[config.mk]
export PLATFORM = sky130hd
export DESIGN_NAME = scan_point_curvature_unit
export DESIGN_NICKNAME = d
export VERILOG_FILES = /design/src/hdl/spc_pkg.sv /design/src/hdl/scan_point_curvature_unit.sv
export SDC_FILE = /design/constraint.sdc
export NUM_CORES = 2
export LEC_CHECK = 0
export ABC_AREA = 0
export BUFFER_PORTS_ARGS = -buffer_cell sky130_fd_sc_hd__buf_2
export CAP_MARGIN = 15
export CORE_MARGIN = 2
export CORE_UTILIZATION = 25
export DETAILED_ROUTE_END_ITERATION = 10
export PLACE_DENSITY_LB_ADDON = 0.15
export SYNTH_ARGS = -nofsm -noshare
export SYNTH_HDL_FRONTEND = slang
export SYNTH_SLANG_ARGS = --single-unit
[constraint.sdc]
create_clock -name clk -period 12.3 [get_ports clk]
set_input_delay 2.46 -clock clk [delete_from_list [all_inputs] [get_ports clk]]
set_output_delay 2.46 -clock clk [all_outputs]
set_load 0.01 [all_outputs]
[src/hdl/spc_pkg.sv]
// spc_pkg: shared types and constants for the scan point curvature unit.
// Depends on nothing; compile before hdl/scan_point_curvature_unit.sv.

package spc_pkg;

  // Width of the reported curvature and its saturation value.
  localparam int CURV_W = 25;
  localparam logic [CURV_W-1:0] CURV_MAX = '1;

  // Sequencer states, one-hot.
  typedef enum logic [6:0] {
    ST_IDLE   = 7'b0000001,
    ST_START  = 7'b0000010,
    ST_READ   = 7'b0000100,
    ST_DRAIN  = 7'b0001000,
    ST_SQUARE = 7'b0010000,
    ST_ROOT   = 7'b0100000,
    ST_EMIT   = 7'b1000000
  } state_t;

endpackage

[src/hdl/scan_point_curvature_unit.sv]
// scan_point_curvature_unit: streaming curvature of points on one lidar scan line.
// Depends on spc_pkg (hdl/spc_pkg.sv).

// The unit takes the points of one scan line, one request at a time, and writes
// each into a ring store of STORE_DEPTH entries (one synchronous memory, one
// write and one registered read port). Nothing leaves the unit until
// MIN_SCAN_POINTS points of a scan have arrived; from then on each new point
// releases the point HALF_WINDOW places behind it, and the request marked
// last_point flushes everything still stored and restarts the ring for the
// next scan. For every released point the sequencer reads the point through
// the single read port; for a point with a curvature it also reads the
// 2*HALF_WINDOW neighbours, forms per axis the neighbour sum minus 2*HALF_WINDOW
// times the point, squares the three differences on one shared multiplier
// and takes a bit-serial integer square root. The first and last HALF_WINDOW
// points of a scan, and every point of a scan shorter than MIN_SCAN_POINTS,
// come out with curvature_valid low and curvature zero. The square root runs
// RW iterations, where RW = COORD_WIDTH + 3 + clog2(HALF_WINDOW+1). The input
// side takes a new request only while the sequencer is idle; a finished result
// waits in the output register, and the sequencer only stalls when a second
// result is ready before the first is taken.

module scan_point_curvature_unit #(
  parameter int HALF_WINDOW     = 5,
  parameter int MIN_SCAN_POINTS = 20,
  parameter int STORE_DEPTH     = 32,
  parameter int COORD_WIDTH     = 20
) (
  input  logic                          clk,
  input  logic                          rst,
  input  logic                          in_valid,
  output logic                          in_ready,
  input  logic signed [COORD_WIDTH-1:0] x_mm,
  input  logic signed [COORD_WIDTH-1:0] y_mm,
  input  logic signed [COORD_WIDTH-1:0] z_mm,
  input  logic                          last_point,
  output logic                          out_valid,
  input  logic                          out_ready,
  output logic signed [COORD_WIDTH-1:0] out_x_mm,
  output logic signed [COORD_WIDTH-1:0] out_y_mm,
  output logic signed [COORD_WIDTH-1:0] out_z_mm,
  output logic [spc_pkg::CURV_W-1:0]    curvature,
  output logic                          curvature_valid,
  output logic                          end_of_scan
);
  import spc_pkg::*;

  localparam int AW  = $clog2(STORE_DEPTH);
  localparam int PW  = $clog2(STORE_DEPTH + 1);
  localparam int SW  = $clog2(MIN_SCAN_POINTS + 1);
  localparam int EW  = $clog2(HALF_WINDOW + 1);
  localparam int OW  = $clog2(HALF_WINDOW + 1) + 1;
  // Difference vector component: bounded by HALF_WINDOW * 2^(COORD_WIDTH+1).
  localparam int DW  = COORD_WIDTH + 2 + $clog2(HALF_WINDOW + 1);
  localparam int SQW = 2 * DW + 2;
  localparam int RW  = SQW / 2;
  localparam int RCW = $clog2(RW);
  localparam int WW  = 3 * COORD_WIDTH;

  // Ring store of points, {z, y, x}.
  logic [WW-1:0] store [STORE_DEPTH];
  logic [WW-1:0] rd_data;
  logic [AW-1:0] rd_addr;

  // Control state.
  state_t                 state;
  logic [AW-1:0]          write_slot;
  logic [AW-1:0]          emit_slot;
  logic [PW-1:0]          pending;
  logic [SW-1:0]          points_seen;
  logic [EW-1:0]          emitted;
  logic                   flush;
  logic                   em_valid;
  logic                   em_end;
  logic signed [OW-1:0]   off;
  logic                   rd_valid;
  logic                   rd_center;
  logic [1:0]             sq_cnt;
  logic                   prod_valid;
  logic [RCW-1:0]         root_cnt;

  // Datapath registers.
  logic [WW-1:0]          ctr_word;
  logic signed [DW-1:0]   acc [3];
  logic [2*DW-1:0]        prod;
  logic [SQW-1:0]         sq_sum;
  logic [SQW-1:0]         root_rem;
  logic [SQW-1:0]         root_res;
  logic [SQW-1:0]         root_bit;

  // Combinational helpers.
  logic                   accept;
  logic                   emit_fire;
  logic                   rd_issue;
  logic                   last_issue;
  logic                   start_valid;
  logic [PW-1:0]          pending_inc;
  logic [SW-1:0]          points_inc;
  logic [AW-1:0]          write_slot_inc;
  logic [AW-1:0]          emit_slot_inc;
  logic signed [AW+1:0]   addr_sum;
  logic signed [AW+1:0]   addr_wrap;
  logic signed [DW-1:0]   acc_add [3];
  logic signed [DW-1:0]   sel;
  logic [DW-1:0]          mag;
  logic [2*DW-1:0]        prod_next;
  logic [SQW-1:0]         radicand;
  logic [SQW-1:0]         trial;
  logic                   root_ge;
  logic [SQW-1:0]         rem_step;
  logic [SQW-1:0]         res_step;
  logic [CURV_W-1:0]      curv_sat;

  assign in_ready  = (state == ST_IDLE);
  assign accept    = in_valid && in_ready;
  assign emit_fire = (state == ST_EMIT) && (!out_valid || out_ready);
  assign rd_issue  = (state == ST_READ);
  assign last_issue = !em_valid || (off == OW'(HALF_WINDOW));

  assign pending_inc = (pending < PW'(STORE_DEPTH)) ? pending + 1'b1 : pending;
  assign points_inc  = (points_seen < SW'(MIN_SCAN_POINTS)) ? points_seen + 1'b1
                                                             : points_seen;
  assign write_slot_inc = (write_slot == AW'(STORE_DEPTH - 1)) ? '0 : write_slot + 1'b1;
  assign emit_slot_inc  = (emit_slot == AW'(STORE_DEPTH - 1)) ? '0 : emit_slot + 1'b1;

  // Edge points and short scans get no curvature.
  assign start_valid = flush ? ((points_seen == SW'(MIN_SCAN_POINTS)) &&
                                (emitted == EW'(HALF_WINDOW)) &&
                                (pending >= PW'(HALF_WINDOW + 1)))
                             : (emitted == EW'(HALF_WINDOW));

  // Neighbour address: emit slot plus a small signed offset, wrapped once.
  always_comb begin
    addr_sum = $signed({2'b00, emit_slot}) + (AW+2)'(off);
    if (addr_sum < 0) begin
      addr_wrap = addr_sum + (AW+2)'(STORE_DEPTH);
    end else if (addr_sum >= (AW+2)'(STORE_DEPTH)) begin
      addr_wrap = addr_sum - (AW+2)'(STORE_DEPTH);
    end else begin
      addr_wrap = addr_sum;
    end
    rd_addr = addr_wrap[AW-1:0];
  end

  // Accumulate neighbours; the center point enters with weight -2*HALF_WINDOW.
  always_comb begin
    logic signed [COORD_WIDTH-1:0] c;
    logic signed [DW-1:0]          ce;
    logic signed [DW-1:0]          cw;
    for (int a = 0; a < 3; a++) begin
      c  = $signed(rd_data[a*COORD_WIDTH +: COORD_WIDTH]);
      ce = DW'(c);
      cw = DW'(ce * DW'(2 * HALF_WINDOW));
      acc_add[a] = rd_center ? acc[a] - cw : acc[a] + ce;
    end
  end

  // One shared squarer, one axis per cycle.
  always_comb begin
    case (sq_cnt)
      2'd0:    sel = acc[0];
      2'd1:    sel = acc[1];
      2'd2:    sel = acc[2];
      default: sel = '0;
    endcase
    mag       = sel[DW-1] ? DW'(-sel) : DW'(sel);
    prod_next = (2*DW)'(mag) * (2*DW)'(mag);
    radicand  = sq_sum + SQW'(prod);
  end

  // One step of the restoring square root.
  always_comb begin
    trial    = root_res + root_bit;
    root_ge  = (root_rem >= trial);
    rem_step = root_ge ? root_rem - trial : root_rem;
    res_step = root_ge ? (root_res >> 1) + root_bit : (root_res >> 1);
    curv_sat = (root_res > SQW'(CURV_MAX)) ? CURV_MAX : root_res[CURV_W-1:0];
  end

  // Store: write on accept, registered read while the sequencer gathers.
  // A write only happens while idle and reads only afterwards, so no entry is
  // read and written in the same cycle.
  always_ff @(posedge clk) begin
    if (accept) begin
      store[write_slot] <= {z_mm, y_mm, x_mm};
    end
    if (rd_issue) begin
      rd_data <= store[rd_addr];
    end
  end

  // Control.
  always_ff @(posedge clk) begin
    if (rst) begin
      state       <= ST_IDLE;
      write_slot  <= '0;
      emit_slot   <= '0;
      pending     <= '0;
      points_seen <= '0;
      emitted     <= '0;
      flush       <= 1'b0;
      em_valid    <= 1'b0;
      em_end      <= 1'b0;
      off         <= '0;
      rd_valid    <= 1'b0;
      rd_center   <= 1'b0;
      sq_cnt      <= '0;
      prod_valid  <= 1'b0;
      root_cnt    <= '0;
      out_valid   <= 1'b0;
    end else begin
      rd_valid   <= rd_issue;
      rd_center  <= rd_issue && (off == '0);
      prod_valid <= (state == ST_SQUARE) && (sq_cnt != 2'd3);
      if (out_valid && out_ready && !emit_fire) begin
        out_valid <= 1'b0;
      end
      case (state)
        ST_IDLE: begin
          if (accept) begin
            write_slot  <= write_slot_inc;
            pending     <= pending_inc;
            points_seen <= points_inc;
            flush       <= last_point;
            if (last_point || ((points_inc == SW'(MIN_SCAN_POINTS)) &&
                               (pending_inc > PW'(HALF_WINDOW)))) begin
              state <= ST_START;
            end
          end
        end
        ST_START: begin
          em_valid <= start_valid;
          em_end   <= flush && (pending == PW'(1));
          off      <= start_valid ? -(OW'(HALF_WINDOW)) : '0;
          state    <= ST_READ;
        end
        ST_READ: begin
          if (last_issue) begin
            state <= ST_DRAIN;
          end else begin
            off <= off + OW'(1);
          end
        end
        ST_DRAIN: begin
          sq_cnt <= '0;
          state  <= em_valid ? ST_SQUARE : ST_EMIT;
        end
        ST_SQUARE: begin
          if (sq_cnt == 2'd3) begin
            root_cnt <= '0;
            state    <= ST_ROOT;
          end else begin
            sq_cnt <= sq_cnt + 2'd1;
          end
        end
        ST_ROOT: begin
          if (root_cnt == RCW'(RW - 1)) begin
            state <= ST_EMIT;
          end else begin
            root_cnt <= root_cnt + 1'b1;
          end
        end
        ST_EMIT: begin
          if (emit_fire) begin
            out_valid <= 1'b1;
            if (flush && (pending == PW'(1))) begin
              // End of scan: restart the ring for the next line.
              write_slot  <= '0;
              emit_slot   <= '0;
              pending     <= '0;
              points_seen <= '0;
              emitted     <= '0;
              flush       <= 1'b0;
              state       <= ST_IDLE;
            end else begin
              emit_slot <= emit_slot_inc;
              pending   <= pending - 1'b1;
              if (emitted != EW'(HALF_WINDOW)) begin
                emitted <= emitted + 1'b1;
              end
              state <= (flush || (pending > PW'(HALF_WINDOW + 1))) ? ST_START : ST_IDLE;
            end
          end
        end
        default: begin
          state <= ST_IDLE;
        end
      endcase
    end
  end

  // Datapath.
  always_ff @(posedge clk) begin
    if (state == ST_START) begin
      for (int a = 0; a < 3; a++) begin
        acc[a] <= '0;
      end
      sq_sum <= '0;
    end
    if (rd_valid) begin
      for (int a = 0; a < 3; a++) begin
        acc[a] <= acc_add[a];
      end
      if (rd_center) begin
        ctr_word <= rd_data;
      end
    end
    if (state == ST_SQUARE) begin
      prod <= prod_next;
      if (prod_valid) begin
        sq_sum <= radicand;
      end
      if (sq_cnt == 2'd3) begin
        root_rem <= radicand;
        root_res <= '0;
        root_bit <= SQW'(1) << (SQW - 2);
      end
    end
    if (state == ST_ROOT) begin
      root_rem <= rem_step;
      root_res <= res_step;
      root_bit <= root_bit >> 2;
    end
    if (emit_fire) begin
      out_x_mm        <= $signed(ctr_word[0 +: COORD_WIDTH]);
      out_y_mm        <= $signed(ctr_word[COORD_WIDTH +: COORD_WIDTH]);
      out_z_mm        <= $signed(ctr_word[2*COORD_WIDTH +: COORD_WIDTH]);
      curvature       <= em_valid ? curv_sat : '0;
      curvature_valid <= em_valid;
      end_of_scan     <= em_end;
    end
  end

endmodule

# After elaboration in Yosys (flattened, before gate mapping)
# Memory sizes are Yosys's and may differ from the RTL's. A register that Yosys moved wholly into a read port is not among the register bits.
# Index checks and enable logic that the tools add are counted.
[word_totals]
wordCells = 213
regBits = 453
mem_bits_rw = 1995
input_bits = 65
mem_count = 2
output_inout_bits = 89
[op_classes]
n_mux = 74
multipliers = 4
reduce_logical = 37
order_cmp = 9
addsub = 23
n_eq_ne = 31
bitwise = 3
[mem_list]
columns = ["name", "words", "word_bits", "rd", "rd_clocked_by_memory_dff", "write_ports", "line", "source"]
rows = [
  ["store", 32, 60, 1, 1, 1, "scan_point_curvature_unit.sv:60", "logic [WW-1:0] store [STORE_DEPTH];"],
  ["acc", 3, 25, 3, 0, 3, "scan_point_curvature_unit.sv:83", "logic signed [DW-1:0] acc [3];"],
]
[op_table]
columns = ["cell", "n"]
rows = [
  ["52-bit 2-to-1 mux", 11],
  ["25-bit 2-to-1 mux", 8],
  ["50-bit 2-to-1 mux", 2],
  ["25-bit by 20-bit adder with 25-bit output", 3],
  ["25-bit case mux with 3 select lines", 1],
  ["25-bit subtractor", 3],
  ["20-bit by 4-bit multiplier with 24-bit output, second input constant", 3],
  ["5-bit 2-to-1 mux", 12],
  ["51-bit by 51-bit adder with 52-bit output", 1],
  ["52-bit by 50-bit adder with 52-bit output", 1],
  ["52-bit by 51-bit adder with 52-bit output", 1],
  ["52-bit greater-or-equal comparator", 1],
  ["52-bit by 25-bit > comparator with 1-bit output, second input constant", 1],
  ["52-bit subtractor", 1],
  ["25-bit by 25-bit multiplier with 50-bit output", 1],
  ["49-bit 2-to-1 mux", 1],
  ["7-bit 2-to-1 mux", 7],
  ["7-bit case mux with 7 select lines", 1],
  ["5-bit case mux with 2 select lines", 3],
  ["5-bit by 1-bit adder with 5-bit output, second input constant", 5],
  ["5-bit == test, second input constant", 5],
  ["25-bit negation", 1],
  ["6-bit 2-to-1 mux", 4],
  ["2-bit != test, second input constant", 8],
  ["46 further kinds", 96],
]

# Longest topological paths before layout
[logic_depth]
word_depth = 8
depth_mapped = 46

# Worst setup path before layout
# Ideal clock, no wire load.
[synth_timing]
path_type = "flip-flop to flip-flop"
startpoint = "reg sq_cnt[0]"
endpoint = "reg prod[43] (data pin)"
path_slack_ns = 2.383
n_path_buf = 6
t_required_ns = 12.042
stages_incl_launch_ff = 44
arrival_time_ns = 9.659
path_cell_list = "dfxtp_1 -> inv_1 -> ha_1 -> clkbuf_1 -> buf_2 -> a222oi_1 -> nor2_1 -> inv_1 -> clkbuf_1 -> ha_1 -> and2b_1 -> nand2_1 -> o21ai_0 -> xnor2_1 -> nor2b_1 -> clkbuf_1 -> clkbuf_1 -> nand2_1 -> [... 8 more ...] -> fa_1 -> inv_1 -> fa_1 -> inv_1 -> ha_1 -> clkbuf_1 -> nand4_1 -> or3_1 -> o21ba_2 -> o311ai_0 -> a21oi_1 -> o21ai_1 -> o31a_1 -> and2_1 -> nor2b_1 -> o21a_1 -> nor2_1 -> xnor2_1"
[synth_between]
elab_chain_len = 5
[synth_lines]
columns = ["element", "line", "source"]
rows = [
  ["start: declaration", "scan_point_curvature_unit.sv:77", "logic [1:0] sq_cnt;"],
  ["start signal: assignment", "scan_point_curvature_unit.sv:252", "sq_cnt <= sq_cnt + 2'd1;"],
  ["2-bit == test, or another cell as far along", "scan_point_curvature_unit.sv:159", "case (sq_cnt)"],
  ["25-bit case mux with 3 select lines *", "scan_point_curvature_unit.sv:159", ""],
  ["25-bit negation", "scan_point_curvature_unit.sv:165", "mag = sel[DW-1] ? DW'(-sel) : DW'(sel);"],
  ["25-bit 2-to-1 mux *", "scan_point_curvature_unit.sv:165", ""],
  ["net mag[0]", "scan_point_curvature_unit.sv:104", "logic [DW-1:0] mag;"],
  ["25-bit by 25-bit multiplier with 50-bit output *", "scan_point_curvature_unit.sv:166", "prod_next = (2*DW)'(mag) * (2*DW)'(mag);"],
  ["net prod_next[43]", "scan_point_curvature_unit.sv:105", "logic [2*DW-1:0] prod_next;"],
  ["end signal: assignment", "scan_point_curvature_unit.sv:308", "prod <= prod_next;"],
  ["end: declaration", "scan_point_curvature_unit.sv:84", "logic [2*DW-1:0] prod;"],
]
# Mark *: on every way through the listed nets, which the timed path passes. The rest lies on a longest branch.
# A chain may end at the register's enable or synchronous reset.

# Final worst setup path
[layout_timing]
startpoint = "reg sq_cnt[0]"
endpoint = "reg prod[48] (data pin)"
[layout_between]
elab_chain_len = 5
[layout_lines]
columns = ["element", "line"]
rows = [
  ["2-bit == test, or another cell as far along", "scan_point_curvature_unit.sv:159"],
  ["25-bit case mux with 3 select lines *", "scan_point_curvature_unit.sv:159"],
  ["25-bit negation", "scan_point_curvature_unit.sv:165"],
  ["25-bit 2-to-1 mux *", "scan_point_curvature_unit.sv:165"],
  ["25-bit by 25-bit multiplier with 50-bit output *", "scan_point_curvature_unit.sv:166"],
  ["net prod_next[48]", "scan_point_curvature_unit.sv:105"],
]
# Marks and branches as above.

==> implementation parameters <==
Parameter                              Value

Status
  Outcome ... complete, no violations

Critical path
  CP startpoint kind ... register
  Setup Crit Path Kind ... reg2reg
  Cell depth of the worst flop-to-flop path ... 34
  Crit path max fanout ... 25
  Data required time of the critical path ... 12.95 ns
  Worst path bufs/invs ... 7
  Worst r2r dst ... prod[48]
  Largest stage delay on the critical path ... 0.83 ns
  Beginning of the worst register-to-register path ... sq_cnt[0]
  Family with the most delay on the worst path ... adder cells
  Capturing element type of the critical path ... register
  Register-to-register path setup slack ... 0.77 ns
  Cell with the biggest individual delay on the critical path ... a222oi_1
  Data arrival time of the worst path ... 12.19 ns

Floorplanning
  Width of the die ... 728.2 um
  Die Y ... 728.2 um
  Die Area ... 530300 um2
  Initial standard-cell utilization of the core ... 25.14%
  FP Rows ... 265
  Number of placed I/O pins ... 154
  Core region area ... 521600 um2

Synthesis
  Count of state elements after synthesis ... 2482
  Sequential-to-total area share from yosys stat ... 56.07%
  Library cell with the largest summed area after synthesis ... edfxtp_1
  Post-synthesis instance area ... 131100 um2
  EDFF count, synth ... 2380
  Share of the synthesized area in the top cell type ... 54.51%
  Post-synthesis area per instance ... 13.44 um2
  Number of instances in the synthesized netlist ... 9759
  Top area cells in the synthesized netlist ... edfxtp_1, mux4_2, fa_1, ha_1, nand2_1
  Number of distinct library cells after synthesis ... 94
  Prevailing post-synth register cell ... edfxtp_1
  Synth warn ... 0
  Share of flip-flops with an asynchronous set or reset after synthesis ... 0%

Drt
  Top layer in use ... met5
  Number of design-rule violations left by the first detailed-router iteration ... 5807
  Sum of routed wire segments on met1 ... 180.4 mm
  Overall routed net length ... 416.8 mm
  Drt pass-1 iters ... 10
  Number of vias in the routed layout ... 80400
  ANT nets after route ... 0
  Wire length per cell after detailed routing ... 24.29 um
  Routed wl met3 ... 16.12 mm
  Average vias per placed instance ... 4.686
  Routed length on met2 ... 212.9 mm
  Drc violations ... 0

STA
  Min Tclk post-route ... 11.53 ns
  Slew at the pin closest to its max-slew limit ... 1.129 ns
  Final Worst Setup Slack ... 0.7679 ns
  Max Clock Skew ... 0.1194 ns
  Share of the cycle needed by the critical path after routing ... 93.76%
  Unrepaired setup endpoints after global routing ... no
  Summed negative setup slack over all endpoints ... 0 ns
  Final number of hold-violating endpoints ... 0
  Fmax achieved ... 0.08671 GHz
  Final Max Tran Viols ... 0
  Count of final setup violators ... 0
  Slew headroom ... 23.91%

Placed design
  HPWL after DPL ... 266.0 mm
  Post-Place Worst Slack ... 0.5749 ns
  I/O Buffers ... 153
  Final Wtd Congestion ... 0.8291

Global route
  Number of antenna violations at the first check in global routing ... 44
  Largest net degree at the start of global routing ... 137
  Wire length of the first global-routing pass ... 603.6 mm
  Combined global-route utilization of all metal layers ... 15.42%
  Vias in the first global route ... 84320
  Final global-route overflow total ... 0

Clock network
  Clock tree buffer depth ... 4
  Number of clock sinks ... 2482
  Clock buffers created by TritonCTS ... 302
  Cell chosen for the clock root ... clkbuf_16
  Buffer count from post-CTS setup fixing ... 0
  H-tree levels ... 5
  CTS tree ... built
  Latest clock arrival within the worst-skew pair ... 0.97 ns
  Worst-path clk slew ... 0.05 ns
  Total of hold buffers inserted after clock tree synthesis ... 0

Pwr
  Worst IR Drop VDD ... 0.001021 V
  Pwr Density ... 263.1 nW/um2
  Leakage power ... 54.01 nW

Finish
  Area Overhead vs Synth ... 14.63%
  Commonest non-fill, non-tap cell in the layout ... edfxtp_1
  Most frequent cells in the layout ... edfxtp_1, nand2_1, inv_1
  FILL cells ... 52940
  Count of nets after finishing ... 11140
  Share of cells above drive strength 1 ... 12.93%

Hold path
  HP Class ... reg2reg
  Number of cells traversed by the worst hold path ... 0
  Worst min-delay path startpoint ... ctr_word[29]
  Endpoint of the worst hold path ... out_y_mm[9]

Flow run
  Count of max-cap constraint violations ... 0
-- Yosys cell counts, drive strengths merged, types with 31 or more instances --
| library cell | instances |
|---|---|
| edfxtp | 2380 |
| nand2 | 1064 |
| inv | 806 |
| ha | 619 |
| nor2 | 495 |
| mux4 | 480 |
| fa | 479 |
| nand3 | 441 |
| o21ai | 425 |
| a21oi | 370 |
| clkbuf | 298 |
| xnor2 | 243 |
| xor2 | 193 |
| a21o | 182 |
| buf | 113 |
| dfxtp | 102 |
| nor3 | 97 |
| and2 | 93 |
| nor2b | 84 |
| nand2b | 74 |
| o21a | 70 |
| a31oi | 61 |
| o21bai | 55 |
| nand4 | 51 |
| a211oi | 44 |
| and3 | 42 |
| or3 | 31 |
-- power by group --
group	internal, mW	switching (mW)	total (mW)
clock network	4.99	3.69	8.67
registers	10.4	0.0540	10.4
logic	8.50	11.9	20.4
-- registers in the layout, summed over array words and instances, names as in the netlist, 2 cells and up --
| name | flops |
|---|---|
| out_z_mm | 20 |
| store | 1920 |
| curvature | 25 |
| root_bit | 26 |
| root_rem | 52 |
| points_seen | 5 |
| sq_sum | 52 |
| state | 7 |
| acc | 75 |
| write_slot | 5 |
| sq_cnt | 2 |
| emitted | 3 |
| out_y_mm | 20 |
| root_res | 52 |
| off | 4 |
| out_x_mm | 20 |
| pending | 6 |
| prod | 49 |
| rd_data | 60 |
| ctr_word | 60 |
| emit_slot | 5 |
| root_cnt | 5 |
-- worst max path at each step --
stage / endpoint / from / slack (ns) / cells past startpoint
2_1_floorplan: prod[43] / sq_cnt[0] / 2.38 / 43
3_3_place_gp: prod[49] / sq_cnt[0] / 0.88 / 37
3_5_place_dp: prod[48] / sq_cnt[0] / 0.57 / 34
4_1_cts: prod[48] / sq_cnt[0] / 0.53 / 34
5_1_grt: prod[48] / sq_cnt[0] / 0.08 / 35
6_report: prod[48] / sq_cnt[0] / 0.77 / 34
-- layout make-up --
cell class	count	area (um2)	share of cell area (%)
Antenna cell	10	25.02	0.01665
Clock buffer	370	7936	5.281
Clock inverter	166	1553	1.033
Inverter	807	3039	2.022
Multi-Input combinational cell	6075	53450	35.56
Sequential cell	2482	73520	48.92
Tap cell	6942	8686	5.779
Timing Repair Buffer	307	2085	1.387
-- cell families (layout without fill, tap and decap cells) --
family / count (synthesis) / after routing / synth area share (%)
AND/OR/NAND/NOR: 2569 / 2569 / 8.865
flip-flops: 2482 / 2482 / 56.07
AO/OA/AOI/OAI: 1457 / 1457 / 7.050
buffers and inverters: 1218 / 1650 / 3.504
adder cells (fa/ha/maj): 1098 / 1098 / 13.22
multiplexers: 497 / 497 / 8.375
XOR/XNOR: 436 / 436 / 2.912
other: 2 / 28 / 0.005728
-- layer usage --
layer	track usage, %	vias up
met5	0	-
met4	2.817	16
met3	1.948	452
met2	27.74	1566
met1	19.94	42100
li1	-	36270
-- repair_timing --
item / in CTS / in global routing
resized for setup: 0 / 1
endpoints found under the setup margin: 0 / 1
hold endpoints to repair: 0 / 0
-- worst reg2reg max path: cells and delay by family (launching register included) --
kind / cells / cell delay [ns]
xor gates and xnor gates: 1 / 0.10
AOI/OAI and AO/OA: 7 / 2.76
adders and majority gates: 9 / 4.58
and+or+nand+nor: 10 / 2.44
DFF: 1 / 0.40
buffers and inverters: 7 / 0.97
-- metrics by stage --
| step | cells | hold slack (ns) | util (%) | total power [mW] | instance area [um2] |
|---|---|---|---|---|---|
| after detailed placement | 16610 | 0.4045 | 26.99 | 31.34 | 140800 |
| after global placement | 16610 | 0.4059 | 26.99 | 31.38 | 140800 |
| final | 17160 | 0.4098 | 28.82 | 39.54 | 150300 |
| after CTS | 17150 | 0.4084 | 28.81 | 40.24 | 150300 |
| after floorplan | 9775 | 0.4003 | - | 25.72 | 131200 |
| after global routing | 17150 | 0.4179 | 28.81 | 42.79 | 150300 |
(Power assumes the default switching activity.)
